<file path="src/hdl/mma_pkg.sv">
// ----------------------------------------------------------------------------
// mma_pkg: shared types and constants for the matrix multiply-accumulate block
// Holds opcodes, register indexes, controller states and the command and
// configuration structs that pass between the modules.
// ----------------------------------------------------------------------------
package mma_pkg;

	// fixed field widths
	localparam int IDX_W      = 6;
	localparam int VAL_W      = 32;
	localparam int ELEM_W     = 16;
	localparam int DIM_W      = 3;
	localparam int SIZE_W     = 4;
	localparam int CFG_IDX_W  = 3;
	localparam int CFG_DATA_W = 4;

	// cycles between the last multiply issue and the first read-out
	localparam int DRAIN_CYCLES = 2;

	// saturation bounds in Q16.16
	localparam logic [VAL_W-1:0] ACC_MAX = 32'h7FFF_FFFF;
	localparam logic [VAL_W-1:0] ACC_MIN = 32'h8000_0000;

	typedef enum logic [1:0] {
		OP_LOAD_A = 2'd0,
		OP_LOAD_B = 2'd1,
		OP_LOAD_C = 2'd2,
		OP_RUN    = 2'd3
	} op_t;

	typedef enum logic [CFG_IDX_W-1:0] {
		REG_ROWS_OUT       = 3'd0,
		REG_INNER_SIZE     = 3'd1,
		REG_COLS_OUT       = 3'd2,
		REG_TRANSPOSE_MODE = 3'd3,
		REG_ACCUMULATE     = 3'd4
	} cfg_reg_t;

	typedef enum logic [1:0] {
		ST_IDLE  = 2'd0,
		ST_MAC   = 2'd1,
		ST_DRAIN = 2'd2,
		ST_EMIT  = 2'd3
	} state_t;

	// clamped sizes, each stored minus one, with the transpose and accumulate flags
	typedef struct packed {
		logic [DIM_W-1:0] l_m1;
		logic [DIM_W-1:0] m_m1;
		logic [DIM_W-1:0] n_m1;
		logic             ta;
		logic             tb;
		logic             acc_mode;
	} cfg_t;

	// controller to datapath commands
	typedef struct packed {
		logic             load;
		logic             mac;
		logic             first;
		logic             last_j;
		logic             emit;
		logic             last_elem;
		logic             clear_sat;
		logic [DIM_W-1:0] i;
		logic [DIM_W-1:0] j;
		logic [DIM_W-1:0] k;
	} cmd_t;

endpackage

</file>
<file path="src/hdl/mma_ctrl.sv">
// ----------------------------------------------------------------------------
// mma_ctrl: run sequencer
// Walks i, k and j over the multiply-accumulate phase, waits for the
// pipeline to drain, then walks i and k again to read out the results.
// ----------------------------------------------------------------------------
module mma_ctrl (
	input  logic                 clk,
	input  logic                 arst_n,
	input  logic                 start,
	input  logic [1:0]           opcode,
	input  mma_pkg::cfg_t        cfg,
	output logic                 busy,
	output mma_pkg::cmd_t        cmd
);

	mma_pkg::state_t            state_q, state_d;
	logic [mma_pkg::DIM_W-1:0]  i_q, j_q, k_q;
	logic                       drain_q;
	logic                       accept, is_run;
	logic                       j_end, k_end, i_end;
	logic                       drain_end;

	assign is_run    = mma_pkg::op_t'(opcode) == mma_pkg::OP_RUN;
	assign accept    = start && (state_q == mma_pkg::ST_IDLE);
	assign j_end     = j_q == cfg.m_m1;
	assign k_end     = k_q == cfg.n_m1;
	assign i_end     = i_q == cfg.l_m1;
	assign drain_end = drain_q == 1'(mma_pkg::DRAIN_CYCLES - 1);

	// next state
	always_comb begin
		state_d = state_q;
		unique case (state_q)
			mma_pkg::ST_IDLE:  if (accept && is_run) state_d = mma_pkg::ST_MAC;
			mma_pkg::ST_MAC:   if (j_end && k_end && i_end) state_d = mma_pkg::ST_DRAIN;
			mma_pkg::ST_DRAIN: if (drain_end) state_d = mma_pkg::ST_EMIT;
			mma_pkg::ST_EMIT:  if (k_end && i_end) state_d = mma_pkg::ST_IDLE;
			default:           state_d = mma_pkg::ST_IDLE;
		endcase
	end

	// outputs
	always_comb begin
		busy          = state_q != mma_pkg::ST_IDLE;
		cmd.load      = accept && !is_run;
		cmd.clear_sat = accept && is_run;
		cmd.mac       = state_q == mma_pkg::ST_MAC;
		cmd.emit      = state_q == mma_pkg::ST_EMIT;
		cmd.first     = j_q == '0;
		cmd.last_j    = j_end;
		cmd.last_elem = k_end && i_end;
		cmd.i         = i_q;
		cmd.j         = j_q;
		cmd.k         = k_q;
	end

	// state register
	always_ff @(posedge clk or negedge arst_n) begin
		if (!arst_n)
			state_q <= mma_pkg::ST_IDLE;
		else
			state_q <= state_d;
	end

	// loop counters
	always_ff @(posedge clk or negedge arst_n) begin
		if (!arst_n) begin
			i_q     <= '0;
			j_q     <= '0;
			k_q     <= '0;
			drain_q <= 1'b0;
		end else begin
			unique case (state_q)
				mma_pkg::ST_IDLE: begin
					i_q     <= '0;
					j_q     <= '0;
					k_q     <= '0;
					drain_q <= 1'b0;
				end
				mma_pkg::ST_MAC: begin
					if (!j_end) begin
						j_q <= j_q + 1'b1;
					end else begin
						j_q <= '0;
						if (!k_end) begin
							k_q <= k_q + 1'b1;
						end else begin
							k_q <= '0;
							i_q <= i_end ? '0 : i_q + 1'b1;
						end
					end
				end
				mma_pkg::ST_DRAIN: begin
					drain_q <= drain_end ? 1'b0 : drain_q + 1'b1;
				end
				mma_pkg::ST_EMIT: begin
					if (!k_end) begin
						k_q <= k_q + 1'b1;
					end else begin
						k_q <= '0;
						i_q <= i_end ? '0 : i_q + 1'b1;
					end
				end
				default: ;
			endcase
		end
	end

endmodule

</file>
<file path="config.mk">
export PLATFORM = sky130hd
export DESIGN_NAME = mma_ctrl
export DESIGN_NICKNAME = d
export VERILOG_FILES = /design/src/hdl/mma_pkg.sv /design/src/hdl/mma_ctrl.sv
export SDC_FILE = /design/constraint.sdc
export NUM_CORES = 1
export LEC_CHECK = 0
export ABC_AREA = 1
export BUFFER_PORTS_ARGS = -buffer_cell sky130_fd_sc_hd__buf_2
export CORE_UTILIZATION = 44
export DETAILED_ROUTE_END_ITERATION = 8
export MAX_ROUTING_LAYER = met4
export PLACE_DENSITY = 0.8
export SLEW_MARGIN = 5
export SYNTH_ARGS = -nofsm -noshare
export SYNTH_HDL_FRONTEND = slang
export SYNTH_SLANG_ARGS = --single-unit
</file>
<file path="constraint.sdc">
create_clock -name clk -period 1.4 [get_ports clk]
set_input_delay 0.14 -clock clk [delete_from_list [all_inputs] [get_ports clk]]
set_output_delay 0.14 -clock clk [all_outputs]
set_load 0.02 [all_outputs]
</file>
# After elaboration in Yosys (flattened, before gate mapping)
# Cells that the tools add are included.
# op_classes
addsub,4
eq_ne,12
n_mux,16
n_reduce_logical,15
# ops
op,count
$mux 3,6
$pmux 3 s3,2
$add 3x1->3 const B,3
$eq 3x3->1,3
$mux 2,4
$pmux 2 s4,1
$eq 2x2->1 const B,3
$logic_and 1x1->1,6
$ne 2x2->1 const B,3
$pmux 3 s2,1
$reduce_bool 2->1,3
$ne 2x1->1 const B,2
$reduce_and 4->1,1
$logic_not 3->1,1
$reduce_bool 3->1,1
$eq 2x1->1 const B,1
$logic_not 2->1,1
$pmux 1 s2,1
$reduce_and 2->1,1
$add 1x1->1 const B,1
$logic_not 1->1,1
$mux 1,1
# totals
regBits,12

# Depth between registers and ports, before layout
# depth
ltp_word,5
mapped_depth,9
depth_no_buf,9

# Least setup slack after synthesis
# No wires, ideal clock.
# synth_path
path_type,flip-flop to flip-flop
startpoint,reg state_q[1]
endpoint,reg i_q[0] in the netlist's numbering
setup_ns,0.118
arrival_time_ns,1.416
slack_ns,-0.134
path_stages_with_launch,10
period_less_slack_ns,1.534
path_cell_list,dfrtp_1 -> inv_1 -> ha_1 -> nor2_2 -> inv_2 -> nand2_2 -> inv_2 -> nor2_4 -> nand2_1 -> nand2_1
# synth_lines
element,line_no,rtl
start: declaration,mma_ctrl.sv:16,"mma_pkg::state_t state_q, state_d;"
start signal: assignment,mma_ctrl.sv:60,state_q <= mma_pkg::ST_IDLE;
start signal: assignment,mma_ctrl.sv:62,state_q <= state_d;
end signal: assignment,mma_ctrl.sv:89,i_q <= i_end ? '0 : i_q + 1'b1;
end signal: assignment,mma_ctrl.sv:101,i_q <= i_end ? '0 : i_q + 1'b1;
end: declaration,mma_ctrl.sv:17,"logic [mma_pkg::DIM_W-1:0] i_q, j_q, k_q;"

# Worst setup path after layout
# layout_path
startpoint,reg state_q[1]
endpoint,reg i_q[0] in the netlist's numbering
# layout_between
elab_chain_cells,3
word_cells_on_any_way,7
# layout_rtl
element,line_no,rtl
"$eq 2x1->1, or another cell as far along",mma_ctrl.sv:73,unique case (state_q)
$ne 2x1->1 (no line) or $reduce_bool 3->1 (tied branches),-,
$reduce_and 2->1 (no line),-,
# Parallel ways exist; a longest one is shown, timed or not.
# A chain may end at the register's enable or synchronous reset.

==> flow_metrics.tcl <==
set metrics [dict create \
    seq_area_frac_synth 0.317 \
    path_max_fanout 4 \
    hold_viol_final 0 \
    drv_cap 0 \
    worstPathCellList "buf_4, ha_4, nor2_4, inv_4, nand2_2, inv_2, nor2_4, nand2_1, nand2_1" \
    fin_cells 203 \
    netlist_instances 122 \
    port_buffers 30 \
    diodes 0 \
    die_width_um 48.4 \
    ff2ff_path_depth 9 \
    worstSetupEndpointType "flop" \
    wl_met1_um 1000 \
    yosysWarningCount 0 \
    syn_avg_cell_area_um2 7.76 \
    antenna_found_initial 0 \
    grt_pass1_wl_um 4000 \
    met2_wirelength_um 1400 \
    clock_skew_ns 0.00176 \
    synthTopCellsByArea "dfrtp_1 (32%), ha_1 (13%), nand2_1 (12%)" \
    synth_top_area_frac 0.317 \
    clock_sinks 12 \
    place_hpwl_um 1530 \
    grt_max_degree 13 \
    htree_levels 1 \
    min_path_type "input port to async pin" \
    grt_pass1_vias 974 \
    cp.arrival_ns 1.62 \
    place_inst 180 \
    wl_met3_um 90 \
    die_area_um2 2340 \
    initial_utilization 0.473 \
    setup_violations 1 \
    tightest_slew_ns 0.270 \
    max_freq_ghz 0.706 \
    layout_common_cells "nand2_1 (28), buf_2 (25), buf_4 (20)" \
    cp-start-kind "flop" \
    crit_type "flop to flop" \
    cts_made_buffers 3 \
    layout.nets 205 \
    powerDensity_nw_per_um2 2170 \
    post-route-period-util 1.01 \
    ys_ff_latch 12 \
    crit_path_max_incr_delay_ns 0.40 \
    vias 973 \
    synth_nets 149 \
    violations "setup timing" \
    worstPathRequired_ns 1.60 \
    die_h_um 48.4 \
    netlist-cell-type-count 25 \
    wl_per_cell_um 12.4 \
    grt.total_usage 0.227 \
    synthToLayoutAreaGrowth_pct 57.9 \
    grt-ovfl-total 0 \
    rsz0062_at_grt "yes" \
    clock_path_buffers 2 \
    layout_commonest_cell "nand2_1" \
    boundaryPins 34 \
    tritoncts "built" \
    vias_per_cell 4.79 \
    fin_crit_ns 1.42 \
    clock_tree.root_cell "clkbuf_4" \
    wirelength_um 2530 \
    layout-drive-gt1-share 0.523 \
    yosysTopAreaCell "dfrtp_1" \
    drtAntennaViolNets 0 \
    first_iter_violations 8 \
    finalWorstSetupSlack_ns -0.0168 \
    fp.coreArea_um2 2000 \
    rows 16 \
    slew_violations 0 \
    ir_drop_mv 1.38 \
    relSlewSlack 0.820 \
    drc 0 \
    maxUsedRoutingLayer "met4" \
    syn_area_um2 947 \
    critPathSlowestCell "dfrtp_1" \
    status "finished, violations left" \
    finish.utilization 0.747 \
    place_congestion 0.832 \
    worstSkewPairLatency_ns 0.26 \
    leakage_nw 0.818 \
    clk_pin_slew_worst_paths_ns 0.07 \
    setup-tns-final_ns -0.0168 \
    drt-pass1-iter-count 4 \
]
## routing by layer
layer | track usage | up-vias
met2 | 0.413 | 23
met5 | - | -
met1 | 0.234 | 460
met4 | 0.0735 | 0
li1 | - | 486
met3 | 0.0629 | 4
## flip-flops by register name, indices dropped and copies added (netlist names)
signal     cells
i_q            3
state_q        2
drain_end      1
j_q            3
k_q            3
## final timing paths
path / from / to / slack [ns]
setup / recovery: state_q[1]$_DFFE_PN0P_ / i_q[0]$_DFFE_PN0P_ / -0.02
hold / removal: arst_n / drain_end$_DFFE_PN0P_ / 0.28
setup reg to reg: state_q[1]$_DFFE_PN0P_ / i_q[0]$_DFFE_PN0P_ / -0.02
hold reg to reg: drain_end$_DFFE_PN0P_ / drain_end$_DFFE_PN0P_ / 0.53
max in group asynchronous: arst_n / k_q[2]$_DFFE_PN0P_ / 0.89
min in group clk: cfg[7] / j_q[1]$_DFFE_PN0P_ / 0.45
## synthesized netlist by cell type
library cell,n
nand2_1,31
inv_1,19
dfrtp_1,12
ha_1,10
nand3_1,9
nor2_1,6
nand2_2,5
o21ai_0,5
xnor2_1,5
inv_2,3
o21ai_1,2
xor2_1,2
a21oi_2,1
a21oi_4,1
and3_1,1
buf_4,1
nand2_4,1
nand3_4,1
nor2_2,1
nor2_4,1
nor3_1,1
o21ai_2,1
o22ai_1,1
or2_2,1
xnor2_2,1
## cell type report
class	instances	area (um^2)
clock buffers	3	22.5
repair buffers	52	362
fillers	150	507
multi-input cells	87	688
flip-flops and latches	12	302
inverters	22	87.6
well taps	27	33.8
## kinds of logic (layout without fill, tap and decap cells)
group                    count (synthesis)  in the layout  synth area share
flip-flops                              12             12             0.317
AO/OA/AOI/OAI                           11             11            0.0793
adder cells (fa/ha/maj)                 10             10             0.132
AND/OR/NAND/NOR                         58             58             0.295
XOR/XNOR                                 8              8            0.0819
buffers and inverters                   23             77            0.0951
## power breakdown
| group | internal (W) | switching [W] |
|---|---|---|
| sequential | 0.000474 | 0.000124 |
| clock | 0.0000994 | 0.000101 |
| combinational | 0.00109 | 0.00137 |
## per-stage QoR
stage,hold slack (ns),worst slack (ns),total power (W),cell area (um^2)
after floorplan,-0.156,0.00280,0.00181,955
after global placement,0.0281,0.0244,0.00216,1150
after detailed placement,0.0299,-0.0551,0.00223,1150
after CTS,0.277,-0.00477,0.00290,1380
after global routing,0.287,-0.0876,0.00351,1500
final,0.279,-0.0168,0.00325,1500
## critical path: cells and delay by family, from the launching register on
family                     cells  cell delay [ns]
and+or+nand+nor                5             0.49
DFF                            1             0.40
adders and majority gates      1             0.17
buffers and inverters          3             0.29
## what timing repair did
item,in CTS,in global routing
setup buffers,18,1
pin swaps,9,8
hold buffers,1,0
hold endpoints to repair,12,0
setup endpoints to repair,11,10
gates resized for setup,17,25
No activity file was read; power rests on OpenSTA's default activity.
