### config.mk
export PLATFORM = sky130hd
export DESIGN_NAME = mma_cfg
export DESIGN_NICKNAME = d
export VERILOG_FILES = /design/src/hdl/mma_pkg.sv /design/src/hdl/mma_cfg.sv
export SDC_FILE = /design/constraint.sdc
export NUM_CORES = 1
export LEC_CHECK = 0
export BUFFER_PORTS_ARGS = -buffer_cell sky130_fd_sc_hd__buf_2
export CORE_MARGIN = 5
export CORE_UTILIZATION = 45
export DETAILED_ROUTE_END_ITERATION = 10
export GPL_TIMING_DRIVEN = 0
export PLACE_DENSITY = 0.78
export SYNTH_ARGS = -nofsm -noshare
export SYNTH_HDL_FRONTEND = slang
export SYNTH_SLANG_ARGS = --single-unit
### constraint.sdc
create_clock -name clk -period 1.3 [get_ports clk]
set_input_delay 0.065 -clock clk [delete_from_list [all_inputs] [get_ports clk]]
set_output_delay 0.065 -clock clk [all_outputs]
set_load 0.02 [all_outputs]
### src/hdl/mma_pkg.sv
// ----------------------------------------------------------------------------
// mma_pkg: shared types and constants for the matrix multiply-accumulate block
// Holds opcodes, register indexes, controller states and the command and
// configuration structs that pass between the modules.
// ----------------------------------------------------------------------------
package mma_pkg;

	// fixed field widths
	localparam int IDX_W      = 6;
	localparam int VAL_W      = 32;
	localparam int ELEM_W     = 16;
	localparam int DIM_W      = 3;
	localparam int SIZE_W     = 4;
	localparam int CFG_IDX_W  = 3;
	localparam int CFG_DATA_W = 4;

	// cycles between the last multiply issue and the first read-out
	localparam int DRAIN_CYCLES = 2;

	// saturation bounds in Q16.16
	localparam logic [VAL_W-1:0] ACC_MAX = 32'h7FFF_FFFF;
	localparam logic [VAL_W-1:0] ACC_MIN = 32'h8000_0000;

	typedef enum logic [1:0] {
		OP_LOAD_A = 2'd0,
		OP_LOAD_B = 2'd1,
		OP_LOAD_C = 2'd2,
		OP_RUN    = 2'd3
	} op_t;

	typedef enum logic [CFG_IDX_W-1:0] {
		REG_ROWS_OUT       = 3'd0,
		REG_INNER_SIZE     = 3'd1,
		REG_COLS_OUT       = 3'd2,
		REG_TRANSPOSE_MODE = 3'd3,
		REG_ACCUMULATE     = 3'd4
	} cfg_reg_t;

	typedef enum logic [1:0] {
		ST_IDLE  = 2'd0,
		ST_MAC   = 2'd1,
		ST_DRAIN = 2'd2,
		ST_EMIT  = 2'd3
	} state_t;

	// clamped sizes, each stored minus one, with the transpose and accumulate flags
	typedef struct packed {
		logic [DIM_W-1:0] l_m1;
		logic [DIM_W-1:0] m_m1;
		logic [DIM_W-1:0] n_m1;
		logic             ta;
		logic             tb;
		logic             acc_mode;
	} cfg_t;

	// controller to datapath commands
	typedef struct packed {
		logic             load;
		logic             mac;
		logic             first;
		logic             last_j;
		logic             emit;
		logic             last_elem;
		logic             clear_sat;
		logic [DIM_W-1:0] i;
		logic [DIM_W-1:0] j;
		logic [DIM_W-1:0] k;
	} cmd_t;

endpackage

### src/hdl/mma_cfg.sv
// ----------------------------------------------------------------------------
// mma_cfg: configuration registers
// Holds the size, transpose and accumulate registers and presents the sizes
// clamped to 1..MAX_DIM.
// ----------------------------------------------------------------------------
module mma_cfg #(
	parameter int MAX_DIM = 8
) (
	input  logic                             clk,
	input  logic                             arst_n,
	input  logic                             cfg_wr_en,
	input  logic [mma_pkg::CFG_IDX_W-1:0]    cfg_addr,
	input  logic [mma_pkg::CFG_DATA_W-1:0]   cfg_wdata,
	output mma_pkg::cfg_t                    cfg
);

	localparam logic [mma_pkg::SIZE_W-1:0] SIZE_MAX  = mma_pkg::SIZE_W'(MAX_DIM);
	localparam logic [mma_pkg::SIZE_W-1:0] SIZE_RST  = 4'd8;

	logic [mma_pkg::SIZE_W-1:0] rows_q;
	logic [mma_pkg::SIZE_W-1:0] inner_q;
	logic [mma_pkg::SIZE_W-1:0] cols_q;
	logic [1:0]                 tmode_q;
	logic                       accum_q;

	// size clamp, result minus one
	function automatic logic [mma_pkg::DIM_W-1:0] clamp_m1(input logic [mma_pkg::SIZE_W-1:0] d);
		logic [mma_pkg::SIZE_W-1:0] c;
		c = d;
		if (d == '0)
			c = mma_pkg::SIZE_W'(1);
		else if (d > SIZE_MAX)
			c = SIZE_MAX;
		return mma_pkg::DIM_W'(c - mma_pkg::SIZE_W'(1));
	endfunction

	// register writes
	always_ff @(posedge clk or negedge arst_n) begin
		if (!arst_n) begin
			rows_q  <= SIZE_RST;
			inner_q <= SIZE_RST;
			cols_q  <= SIZE_RST;
			tmode_q <= '0;
			accum_q <= 1'b0;
		end else if (cfg_wr_en) begin
			unique case (mma_pkg::cfg_reg_t'(cfg_addr))
				mma_pkg::REG_ROWS_OUT:       rows_q  <= cfg_wdata;
				mma_pkg::REG_INNER_SIZE:     inner_q <= cfg_wdata;
				mma_pkg::REG_COLS_OUT:       cols_q  <= cfg_wdata;
				mma_pkg::REG_TRANSPOSE_MODE: tmode_q <= cfg_wdata[1:0];
				mma_pkg::REG_ACCUMULATE:     accum_q <= cfg_wdata[0];
				default: ;
			endcase
		end
	end

	// clamped view
	always_comb begin
		cfg.l_m1     = clamp_m1(rows_q);
		cfg.m_m1     = clamp_m1(inner_q);
		cfg.n_m1     = clamp_m1(cols_q);
		cfg.ta       = tmode_q[0];
		cfg.tb       = tmode_q[1];
		cfg.acc_mode = accum_q;
	end

endmodule

# Word level (Yosys, flattened, before mapping)
# Cells that the tools add are included.
word_totals:
  ff_bits: 15
  inputBits: 10
  out_inout_bits: 12
  wordCells: 30
op_classes:
  add_sub_neg: 3
  magnitude_cmp: 3
  n_eq_ne: 4
  n_mux: 6
  reduce_logical: 9
op_table:
  columns: ["op", "count"]
  rows:
  - ["2-to-1 mux 3 bit", 6]
  - ["> comparator 4 bit, second input constant", 3]
  - ["zero test 4 bit", 3]
  - ["AND reduction 2 bit", 5]
  - ["subtractor 3 x 1 -> 3 bit, second input constant", 3]
  - ["== test 3 x 2 -> 1 bit, second input constant", 2]
  - ["== test 3 x 1 -> 1 bit, second input constant", 1]
  - ["== test 3 bit, second input constant", 1]
  - ["zero test 3 bit", 1]

# Depth between registers and ports, before layout
# Gate-level depths: netlist of the first run.
depth:
  ltp_word: 4
  mapped_depth: 4
  depth_no_buf: 4

# Worst setup path after synthesis of the first run
# Ideal clock, no wire load.
synth_timing:
  path_type: "register -> output"
  startpoint: "reg rows_q[2] in the netlist's numbering"
  endpoint: "out cfg[11] in the netlist's numbering"
  t_arrival_ns: 1.293
  slack_ns: -0.058
  path_stages_with_launch: 5
  cell_sequence: "dfrtp_1 -> nor2_1 -> o21bai_1 -> ha_1 -> xnor2_1"
synth_lines:
  columns: ["element", "line_no", "text"]
  rows:
  - ["from (decl)", "mma_cfg.sv:20", "logic [mma_pkg::SIZE_W-1:0] rows_q;"]
  - ["from (signal assigned)", "mma_cfg.sv:47", "mma_pkg::REG_ROWS_OUT: rows_q <= cfg_wdata;"]
  - ["to (decl)", "mma_cfg.sv:14", "output mma_pkg::cfg_t cfg"]

==> metrics.md, run 1 <==
| Metric | Value |
|---|---|
| Largest net degree at the start of global routing | `16` |
| Core area | `0.001670 sq mm` |
| Clock Tree Buf Depth | `2` |
| Synthesized cell area | `772.0 sq um` |
| DR pass1 iterations | `4` |
| Worst Hold Endpoint | `rows_q[2]$_DFFE_PN0P_` |
| Net Count, Synth | `70` |
| Status | `complete, but fails checks` |
| Sw power | `712.8 uW` |
| HP Class | `input pin to flop` |
| Initial antenna violation count | `0` |
| Crit-path cells | `o21bai_4, ha_4, xnor2_2, buf_4` |
| Via density | `5.100` |
| Period utilization | `111.3%` |
| DRT iter0 DRCs | `9` |
| RSZ-0062 raised after global routing | `true` |
| GRT Total Usage | `14.38%` |
| I/O Pins | `22` |
| CP max FO | `4` |
| Netlist cell types | `14` |
| # nets final | `107` |
| CP delay by family, top | `flip-flops` |
| Worst EP required | `1.24 ns` |
| Placed wire-length estimate | `1085 um` |
| Reg clk slew, reported paths | `0.08 ns` |
| CTS tree | `yes` |
| Setup TNS | `-0.6675 ns` |
| Total Routed Length | `1572 um` |
| Min-Delay Startpoint | `cfg_wdata[2]` |
| Multi-input logic area | `498.0 sq um` |
| Via count | `561` |
| R2r startpoint | `cols_q[2]$_DFFE_PN0P_` |
| Final hold violations | `0` |
| Cell count after placement | `95` |
| Initial Utilization | `46.22%` |
| Slew headroom | `77.36%` |
| R2r endpoint | `cols_q[2]$_DFFE_PN0P_` |
| Die Area | `0.002644 sq mm` |
| Seq pwr share | `33.2%` |
| Pins Over Slew Limit | `0` |
| Fin cells | `110` |
| Top routing layer in use | `met4` |
| Crit-path slowest cell | `dfstp_2` |
| Reg2reg setup slack | `0.26 ns` |
| P_leak | `0.0005365 uW` |
| Register bit total from synthesis | `15` |
| Global route overflow | `0` |
| Worst-Margin Slew | `0.3382 ns` |
| Pwr dens | `1741 mW/mm^2` |
| Worst Path Arrival | `1.38 ns` |
| Register area share after synthesis | `49.11%` |
| Synth Instances | `57` |
| Clk network pwr share | `12.6%` |
| Worst skew pair latency | `0.27 ns` |
| Crit path depth | `4` |
| Wire length on met2 | `845 um` |
| Global-route wire length before repair | `2773 um` |
| H-tree levels | `1` |
| DRC | `0` |
| Placer's final routability congestion estimate | `0.6741` |
| I/O Buffers | `21` |
| Switching Share | `35.27%` |
| Sink Count | `15` |
| # rows | `15` |
| Fill cells | `114` |
| Post-DP Area | `920.9 sq um` |
| Final WS setup | `-0.1465 ns` |
| Number of diodes | `0` |
| Setup CP Type | `flop to output pin` |
| Storage cell area | `379.1 sq um` |
| CTS root buf | `clkbuf_4` |
| Layout cell share with drive strength beyond 1 | `79.57%` |
| M1 WL | `640 um` |
| Max Freq | `0.6913 GHz` |
| Post-DR wirelength/cell | `14.29 um` |
| Final setup vio count | `6` |
| Clk_skew | `0 ns` |
| Post-route ant nets | `0` |
| Failing checks | `setup timing` |
| Final min period | `1.446 ns` |
| WL met3 | `59 um` |
| Crit-path max cell delay | `0.56 ns` |
| Setup crit end kind | `output pin` |
| Startpoint class of the critical path | `flop` |
| Die Width | `51.42 um` |
| Syn_area_per_cell | `13.54 sq um` |
| Worst IR Drop VDD | `851.5 uV` |
| Number of global-route vias before repair | `605` |
| Critical path buffers and inverters | `1` |
| Layout area overhead | `50.40%` |
| Comb pwr share | `54.3%` |
| # Max-Cap Violations | `0` |
| Int Pwr | `1308 uW` |
| CTS Buf Count | `3` |
| Design area | `0.001161 sq mm` |
| Yosys warning count | `0` |
| Hold path depth | `2` |
| FF-to-FF path depth | `3` |
| Die Ht | `51.42 um` |
-- state kept, by name (all words and copies together), names as in the netlist --
| name | count |
|---|---|
| inner_q | 4 |
| cols_q | 4 |
| accum_q | 1 |
| tmode_q | 2 |
| rows_q | 4 |
-- through the flow --
step	worst slack [ns]	power, uW	utilization, %	hold slack, ns
floorplan	0.01266	1174	-	-0.2306
global placement	0.09590	1361	55.13	-0.02008
detailed placement	0.05241	1391	55.13	-0.01677
CTS	-0.1512	1984	67.27	0.04580
global route	-0.2009	2148	69.51	0.05459
finish	-0.1465	2021	69.51	0.04976
-- power groups by stage --
stage	Sequential, uW	Clock, uW	Combinational (uW)
2_1_floorplan	660	0	514
3_3_place_gp	656	0	705
3_5_place_dp	665	0	726
4_1_cts	670	264	1050
5_1_grt	683	287	1180
6_report	670	255	1100
-- Yosys cell counts, drive strengths merged --
master | count | area, sq um
dfstp | 3 | 78.83
nor4b | 1 | 23.77
ha | 3 | 37.54
xnor2 | 3 | 26.28
mux2 | 15 | 168.9
and4bb | 3 | 37.53
nand2b | 6 | 37.54
nor2 | 3 | 11.26
buf | 1 | 7.510
o21bai | 3 | 22.52
nand4b | 1 | 8.760
dfrtp | 12 | 300.3
inv | 3 | 11.26
-- final cells by class --
| class | instances | area share [%] |
|---|---|---|
| sequential | 15 | 32.65 |
| inverter | 3 | 0.9698 |
| timing repair buffer | 32 | 18.64 |
| tap | 17 | 1.832 |
| buffer | 1 | 0.6466 |
| multi-input combinational | 38 | 42.89 |
| clock buffer | 3 | 1.940 |
| clock inverter | 1 | 0.4310 |
-- how the worst max path moves through the flow --
stage                                start      end  slack (ns)
global route         cols_q[2]$_DFFE_PN0P_   cfg[5]       -0.20
global placement    inner_q[3]$_DFFE_PN1P_   cfg[8]         0.1
detailed placement   rows_q[3]$_DFFE_PN1P_  cfg[11]        0.05
floorplan           inner_q[1]$_DFFE_PN0P_   cfg[7]        0.01
CTS                  rows_q[3]$_DFFE_PN1P_  cfg[11]       -0.15
finish               rows_q[3]$_DFFE_PN1P_  cfg[11]       -0.15
-- worst register-to-register path, cell delays in order (launching register included) --
cell,delay [ns]
dfrtp_1,0.41
buf_4,0.15
buf_4,0.12
mux2_2,0.25
-- metal layers --
layer  global-route usage [%]  up-vias
li1                         -      271
met1                    16.64      275
met2                    24.79       13
met3                    2.624        2
met4                    7.860        0
met5                        0        -
-- logic make-up after synthesis --
kind of cell | Yosys count | synth area share [%]
DFF | 15 | 49.11
muxes | 15 | 21.88
buffers and inverters | 4 | 2.431
AOI/OAI and AO/OA | 3 | 2.917
xor gates and xnor gates | 3 | 3.404
adders and majority gates | 3 | 4.863
and+or+nand+nor | 14 | 15.40
-- placed cells by master (no fill, tap or decap), drive strengths merged --
cell type and n:
buf 32, mux2 15, dfrtp 12, nand2b 6
nor2 3, o21bai 3, xnor2 3, inv 3
ha 3, clkbuf 3, dfstp 3, and4bb 3
nor4b 1, nand4b 1, clkinv 1, dlygate4sd3 1
-- repair_timing --
action	in CTS	in global routing
hold endpoints to repair	15	0
pin swaps	6	3
resized for setup	26	1
hold buffers	1	0
setup endpoints to repair	6	6
buffers inserted	6	4
No activity file was read; power rests on OpenSTA's default activity.
==> run 2, diff against run 1 <==
- BUFFER_PORTS_ARGS: -buffer_cell sky130_fd_sc_hd__buf_2 -> -buffer_cell sky130_fd_sc_hd__clkbuf_2
==> run 2 against run 1 <==
  * The flow still finishes with violations (setup timing)
  * Maximum frequency down 0.19%
  * Design area up 2.8%
  * Hold slack better by 0.010 ns
  * Register-to-register slack better by 0.13 ns
  * Final cell count down 0.91%
  * Wire length up 1.5%
  * Highest routed layer unchanged
==> metrics.md, run 2 (same netlist as run 1, synthesis figures left out) <==
| Metric | Value |
|---|---|
| Status | `complete, but fails checks` |
| Worst IR Drop VDD | `916.1 uV` |
| Post-DR wirelength/cell | `14.63 um` |
| I/O Pins | `22` |
| R2r endpoint | `inner_q[1]$_DFFE_PN0P_` |
| Placed wire-length estimate | `1037 um` |
| Setup crit end kind | `output pin` |
| # Max-Cap Violations | `0` |
| Largest net degree at the start of global routing | `16` |
| Slew headroom | `75.78%` |
| Place WS | `0.06326 ns` |
| Global route overflow | `0` |
| Number of global-route vias before repair | `613` |
| CTS root buf | `clkbuf_4` |
| DRT iter0 DRCs | `1` |
| Final hold violations | `0` |
| Layout cell share with drive strength beyond 1 | `79.35%` |
| Pwr dens | `1782 mW/mm^2` |
| Clock Tree Buf Depth | `2` |
| RSZ-0062 raised after global routing | `true` |
| Largest registers | `cols_q (4), inner_q (4), rows_q (4)` |
| Final design utilization | `71.46%` |
| Placer's final routability congestion estimate | `0.6709` |
| HP Class | `input pin to flop` |
| Final WS setup | `-0.1492 ns` |
| Hold path depth | `2` |
| Via count | `558` |
| # rows | `15` |
| Worst skew pair latency | `0.27 ns` |
| Fill cells | `108` |
| Crit path from | `inner_q[3]$_DFFE_PN1P_` |
| GRT Total Usage | `13.93%` |
| # nets final | `106` |
| Power, Total | `2128 uW` |
| Core area | `0.001670 sq mm` |
| Period utilization | `111.5%` |
| Crit-path slowest cell | `dfstp_2` |
| Commonest non-fill, non-tap cells in the layout | `mux2_2 (15), clkbuf_2 (14), dfrtp_1 (12)` |
| Initial Utilization | `46.22%` |
| Failing checks | `setup timing` |
| Crit-path max cell delay | `0.55 ns` |
| Design area | `0.001194 sq mm` |
| Die Width | `51.42 um` |
| Clk_skew | `0 ns` |
| FF-to-FF path depth | `2` |
| CP max FO | `3` |
| Setup CP Type | `flop to output pin` |
| Final setup vio count | `6` |
| CP endpoint | `cfg[8]` |
| DRC | `0` |
| Reg clk slew, reported paths | `0.08 ns` |
| Die Ht | `51.42 um` |
| Number of diodes | `0` |
| Hold WS | `0.06008 ns` |
| Total Routed Length | `1595 um` |
| Final min period | `1.449 ns` |
| CTS Buf Count | `3` |
| Die Area | `0.002644 sq mm` |
| Worst-Margin Slew | `0.3632 ns` |
| Most common cell after layout, fill and taps aside | `mux2_2` |
| Post-route ant nets | `0` |
| R2r startpoint | `inner_q[1]$_DFFE_PN0P_` |
| Worst EP required | `1.24 ns` |
| Startpoint class of the critical path | `flop` |
| DR pass1 iterations | `2` |
| CTS tree | `yes` |
| Initial antenna violation count | `0` |
| H-tree levels | `1` |
| P_leak | `0.0005492 uW` |
| Global-route wire length before repair | `2725 um` |
| Reg2reg setup slack | `0.39 ns` |
| Pins Over Slew Limit | `0` |
| Crit-path cells | `o21bai_4, ha_4, xnor2_2, clkbuf_8` |
| Via density | `5.119` |
| Post-DP Area | `920.9 sq um` |
| I/O Buffers | `21` |
| Layout area overhead | `54.62%` |
| Worst Path Arrival | `1.38 ns` |
| Max Freq | `0.6901 GHz` |
| Sink Count | `15` |
run 2: cell types whose count changed in the layout (fill, tap and decap cells not counted), sizes merged:
cell	change
buf	-18
clkbuf	+17
run 2: layout make-up:
cell class,instances,area (sq um),area share (%)
Tap cell,17,21.27,1.782
Timing Repair Buffer,31,249.0,20.86
Buffer,1,7.507,0.6289
Sequential cell,15,379.1,31.76
Multi-Input combinational cell,38,498.0,41.72
Inverter,3,11.26,0.9434
Clock buffer,3,22.52,1.887
Clock inverter,1,5.005,0.4193
run 2: how the worst min path moves through the flow:
stage,from,to
after floorplan,arst_n,accum_q$_DFFE_PN0P_
after global placement,arst_n,cols_q[2]$_DFFE_PN0P_
after detailed placement,arst_n,cols_q[2]$_DFFE_PN0P_
after CTS,cfg_wdata[2],cols_q[2]$_DFFE_PN0P_
after global routing,cfg_wdata[2],cols_q[2]$_DFFE_PN0P_
final,cfg_wdata[2],cols_q[2]$_DFFE_PN0P_
run 2: power by group:
group / switching [uW] / internal [uW]
registers: 86.4 / 585
clock network: 138 / 114
logic: 508 / 696
total: 732 / 1400
run 2: per-layer routing:
layer	GRT usage, %	vias up	wire length, um
met4	5.240	0	19
met3	3.790	2	55
met1	15.65	278	659
li1	-	271	-
met2	24.79	7	861
met5	0	-	0
run 2: timing repair:
item / in CTS / in global routing
pin swaps: 7 / 2
hold buffers: 1 / 0
gates resized for setup: 29 / 8
gates cloned: 0 / 0
setup buffers: 6 / 3
endpoints found under the hold margin: 15 / 0
endpoints found under the setup margin: 6 / 7
run 2: critical path, delay by kind of cell, from the launching register on:
family,cells,cell delay (ns)
buffers and inverters,1,0.16
flip-flops,1,0.55
XOR/XNOR,1,0.10
adder cells (fa/ha/maj),1,0.16
AO/OA/AOI/OAI,1,0.14
run 2: metrics by stage:
| stage | cells | TNS, ns |
|---|---|---|
| finish | 109 | -0.7449 |
| CTS | 106 | -0.7521 |
| detailed placement | 95 | 0 |
| global route | 109 | -1.149 |
| global placement | 95 | 0 |
| floorplan | 57 | 0 |
